==> src/rtl/jia_pkg.sv <==
package jia_pkg;

   localparam int DATA_W    = 64;
   localparam int HALF_W    = 32;
   localparam int DIV_STEPS = 64;

   typedef enum logic [4:0] {
      ACT_ADD  = 5'd0,
      ACT_SUB  = 5'd1,
      ACT_MUL  = 5'd2,
      ACT_AND  = 5'd3,
      ACT_OR   = 5'd4,
      ACT_XOR  = 5'd5,
      ACT_SHL  = 5'd6,
      ACT_SHR  = 5'd7,
      ACT_USHR = 5'd8,
      ACT_DIV  = 5'd9,
      ACT_REM  = 5'd10,
      ACT_CMP  = 5'd11,
      ACT_EQ   = 5'd12,
      ACT_NE   = 5'd13,
      ACT_LT   = 5'd14,
      ACT_LE   = 5'd15,
      ACT_GT   = 5'd16,
      ACT_GE   = 5'd17
   } action_type;

   // control and early result riding along the divider stages
   typedef struct packed {
      logic              valid;
      action_type        act;
      logic              is_long;
      logic              ok;
      logic              neg_q;
      logic              neg_r;
      logic [DATA_W-1:0] value;
   } side_type;

   typedef struct packed {
      logic [DATA_W-1:0] value;
      logic              folded;
   } result_type;

   function automatic logic [DATA_W-1:0] sext32(input logic [DATA_W-1:0] x);
      sext32 = {{HALF_W{x[HALF_W-1]}}, x[HALF_W-1:0]};
   endfunction

endpackage

==> src/rtl/jia_outq.sv <==
module jia_outq
   import jia_pkg::*;
(
   input  logic       clock,
   input  logic       reset,
   input  logic       push,
   input  result_type push_data,
   output logic       room,
   output logic       out_valid,
   input  logic       out_ready,
   output result_type out_data
);

   logic       head_valid_ff, head_valid_in;
   logic       skid_valid_ff, skid_valid_in;
   result_type head_ff, head_in;
   result_type skid_ff, skid_in;
   logic       pop;

   // pushes only arrive while the skid slot is empty
   assign room = !skid_valid_ff;
   assign pop  = head_valid_ff && out_ready;

   always_comb begin
      head_valid_in = head_valid_ff;
      skid_valid_in = skid_valid_ff;
      head_in       = head_ff;
      skid_in       = skid_ff;
      if (!head_valid_ff || pop) begin
         head_in       = skid_valid_ff ? skid_ff : push_data;
         head_valid_in = skid_valid_ff || push;
         skid_in       = push_data;
         skid_valid_in = skid_valid_ff && push;
      end else if (push) begin
         skid_in       = push_data;
         skid_valid_in = 1'b1;
      end
   end

   always_ff @(posedge clock) begin
      if (reset) begin
         head_valid_ff <= 1'b0;
         skid_valid_ff <= 1'b0;
      end else begin
         head_valid_ff <= head_valid_in;
         skid_valid_ff <= skid_valid_in;
      end
   end

   always_ff @(posedge clock) begin
      head_ff <= head_in;
      skid_ff <= skid_in;
   end

   assign out_valid = head_valid_ff;
   assign out_data  = head_ff;

endmodule

==> config.mk <==
export PLATFORM = sky130hd
export DESIGN_NAME = jia_outq
export DESIGN_NICKNAME = d
export VERILOG_FILES = /design/src/rtl/jia_pkg.sv /design/src/rtl/jia_outq.sv
export SDC_FILE = /design/constraint.sdc
export NUM_CORES = 1
export LEC_CHECK = 0
export BUFFER_PORTS_ARGS = -buffer_cell sky130_fd_sc_hd__buf_2
export CAP_MARGIN = 25
export CORE_MARGIN = 3
export CORE_UTILIZATION = 36
export CTS_BUF_LIST = sky130_fd_sc_hd__clkbuf_8 sky130_fd_sc_hd__clkbuf_16
export CTS_CLUSTER_DIAMETER = 80
export DETAILED_ROUTE_END_ITERATION = 16
export GPL_TIMING_DRIVEN = 0
export HOLD_SLACK_MARGIN = 0.12
export SETUP_SLACK_MARGIN = 0.15
export SLEW_MARGIN = 0
export SYNTH_ARGS = -nofsm -noshare
export SYNTH_HDL_FRONTEND = slang
export SYNTH_SLANG_ARGS = --single-unit
==> constraint.sdc <==
create_clock -name clock -period 7.01 [get_ports clock]
set_clock_uncertainty 0.2 [all_clocks]
set_input_delay 0.701 -clock clock [delete_from_list [all_inputs] [get_ports clock]]
set_output_delay 0.701 -clock clock [all_outputs]
set_load 0.03 [all_outputs]
==> results.py <==
metrics = {
    "run_status": {
        "outcome": "finished clean",
    },
    "power_and_ir_drop": {
        "ir_drop_mv": 0.158,
        "leakage_nw": 2.53,
        "power.density_nw_per_um2": 301,
    },
    "logic_synthesis": {
        "synth_cells": 214,
        "synth_xor_area_frac": 0,
        "yosysWarnings": 0,
        "synth-simple-area-share": 0.00516,
        "synthMuxAreaShare": 0.164,
        "synth_fp_nets": 283,
        "synth_ff_type": "edfxtp_1",
        "synth_seq_cells": 132,
        "synth_edf_count": 130,
        "synth_compound_area_frac": 0.00207,
        "synthArstFlopShare": 0,
        "synth.top_cell.area_share": 0.805,
        "synth-adder-area-share": 0,
        "postSynthAreaPerCell_sq_um": 22.7,
        "synth_cell_type_count": 14,
        "synthesis.area_sq_um": 4850,
        "synth_top_family_by_area": "multiplexers",
        "synth.area.top_cells": "edfxtp_1 81%, mux2_2 11%, mux2_4 5.3%",
        "yosysTopAreaCell": "edfxtp_1",
        "yosysSeqAreaShare": 0.814,
    },
    "grt": {
        "grt-ovfl-total": 0,
        "grt_usage": 0.129,
        "grt_max_degree": 66,
        "grt_pass1_wl_um": 14000,
        "antenna_found_initial": 0,
        "grt_pass1_vias": 2690,
    },
    "flow_run": {
        "drv_cap": 0,
    },
    "sta": {
        "rsz0062_at_grt": "false",
        "final.setup.worst_slack_ns": 4.70,
        "finalSetupViolCount": 0,
        "min_period_over_period": 0.329,
        "hold_violations": 0,
        "fin_tns_setup_ns": 0,
        "worstMarginPinSlew_ns": 0.875,
        "period_minus_slack_ns": 2.31,
        "clock.fmax_ghz": 0.434,
        "maxSlewViolCount": 0,
        "relSlewSlack": 0.416,
    },
    "clock_tree": {
        "cts.sinks": 132,
        "cts_buffers": 17,
        "worstSkewPairLatency_ns": 0.41,
        "cts_resized": 0,
        "cts_tree": "yes",
        "clkTransAtPathRegs_ns": 0.05,
        "post_cts_buffers": 0,
        "cts_buffer_depth": 2,
        "clockRootBuffer": "clkbuf_16",
        "htree_num_levels": 4,
        "hold_buffers": 0,
    },
    "floorplanning": {
        "ios": 136,
        "die_h_um": 122,
        "start_util": 0.376,
        "die-area_sq_um": 14900,
        "num_rows": 41,
        "die_width_um": 122,
        "coreArea_sq_um": 12900,
    },
    "drt": {
        "drt-initial-drc-count": 225,
        "vias": 2482,
        "drc": 0,
        "avgViaCountPerCell": 4.50,
        "wirelength_um": 9070,
        "antenna_left": 0,
        "drtPass1Iterations": 4,
        "wl_per_cell_um": 16.4,
    },
    "place": {
        "place_ws_ns": 4.68,
        "hpwl_um": 5910,
        "port_buffers": 135,
        "gp_congestion": 0.679,
        "post-place-cells": 522,
    },
    "layout": {
        "fin_cells": 552,
        "final_common_cell": "buf_2",
        "diodes": 0,
        "area_growth_pct": 29.6,
        "nets": 438,
        "drive_above_1_share": 0.611,
        "final_cell_mix": "139 x buf_2, 130 x edfxtp_1, 48 x mux2_2, 17 x mux2_4, 17 x clkbuf_16",
    },
    "setup_path": {
        "critPathRequiredTime_ns": 6.11,
        "worstPathMaxFanout": 10,
        "critPathLaunchType": "register",
        "critPathArrivalTime_ns": 1.40,
        "crit_type": "register to output port",
        "end_kind": "output port",
    },
    "hold_path": {
        "hp-class": "primary input to register",
    },
}
==> cell type report <==
class | count | area [sq um]
Tap cell | 172 | 215
Timing Repair Buffer | 136 | 703
Sequential cell | 132 | 3940
Inverter | 2 | 10.0
Clock inverter | 13 | 78.8
Buffer | 8 | 65.1
Clock buffer | 17 | 425
Fill cell | 1120 | 6600
Multi-Input combinational cell | 72 | 838
==> cells in the mapped netlist, types with 2 or more instances <==
library cell  count
buf_6             4
mux2_4           17
dfxtp_1           2
mux2_2           48
buf_2             4
edfxtp_1        130
inv_1             2
==> worst max-delay path, cell delays in order, from the launching register on <==
cell and delay (ns):
dfxtp_1 0.32, buf_6 0.12, buf_6 0.15, buf_6 0.18
inv_1 0.05, buf_2 0.17
==> path summary, 6_finish.rpt <==
path	startpoint	to	slack [ns]	cells after the start
worst max-delay path	skid_valid_ff	room	4.70	5
worst min register to register	skid_ff[40]	out_data[40]	0.34	1
worst min-delay path	reset	out_valid	0.27	2
worst max register to register	out_valid	out_data[4]	5.12	2
==> report_power, final <==
| group | internal, mW | switching (mW) |
|---|---|---|
| sequential | 0.934 | 0.0138 |
| clock | 0.468 | 0.296 |
| combinational | 0.0635 | 0.113 |
| total | 1.47 | 0.423 |
==> per-stage QoR <==
stage / utilization / instance area [sq um] / power [mW] / hold slack, ns
global placement: 0.446 / 5740 / 1.14 / 0.328
global route: 0.488 / 6280 / 1.96 / 0.246
CTS: 0.488 / 6280 / 1.92 / 0.245
finish: 0.488 / 6280 / 1.89 / 0.267
detailed placement: 0.449 / 5780 / 1.14 / 0.331
floorplan: - / 4850 / 1.07 / 0.323
==> cell families after synthesis <==
logic type / Yosys count
multiplexers: 65
AND/OR/NAND/NOR: 5
AO/OA/AOI/OAI: 2
buffers and inverters: 10
flip-flops: 132
==> registers in the layout, indices dropped and copies added (netlist names) <==
| name | flops |
|---|---|
| out_data | 65 |
| skid_ff | 65 |
| out_valid | 1 |
| skid_valid_ff | 1 |
==> metal layers <==
layer / up-vias / track usage / wire, um
li1: 1167 / - / -
met1: 1212 / 0.155 / 3800
met2: 93 / 0.190 / 4320
met3: 10 / 0.0724 / 831
met4: 0 / 0.0567 / 108
met5: - / 0 / 0
Power figures use the tool's default switching activity.
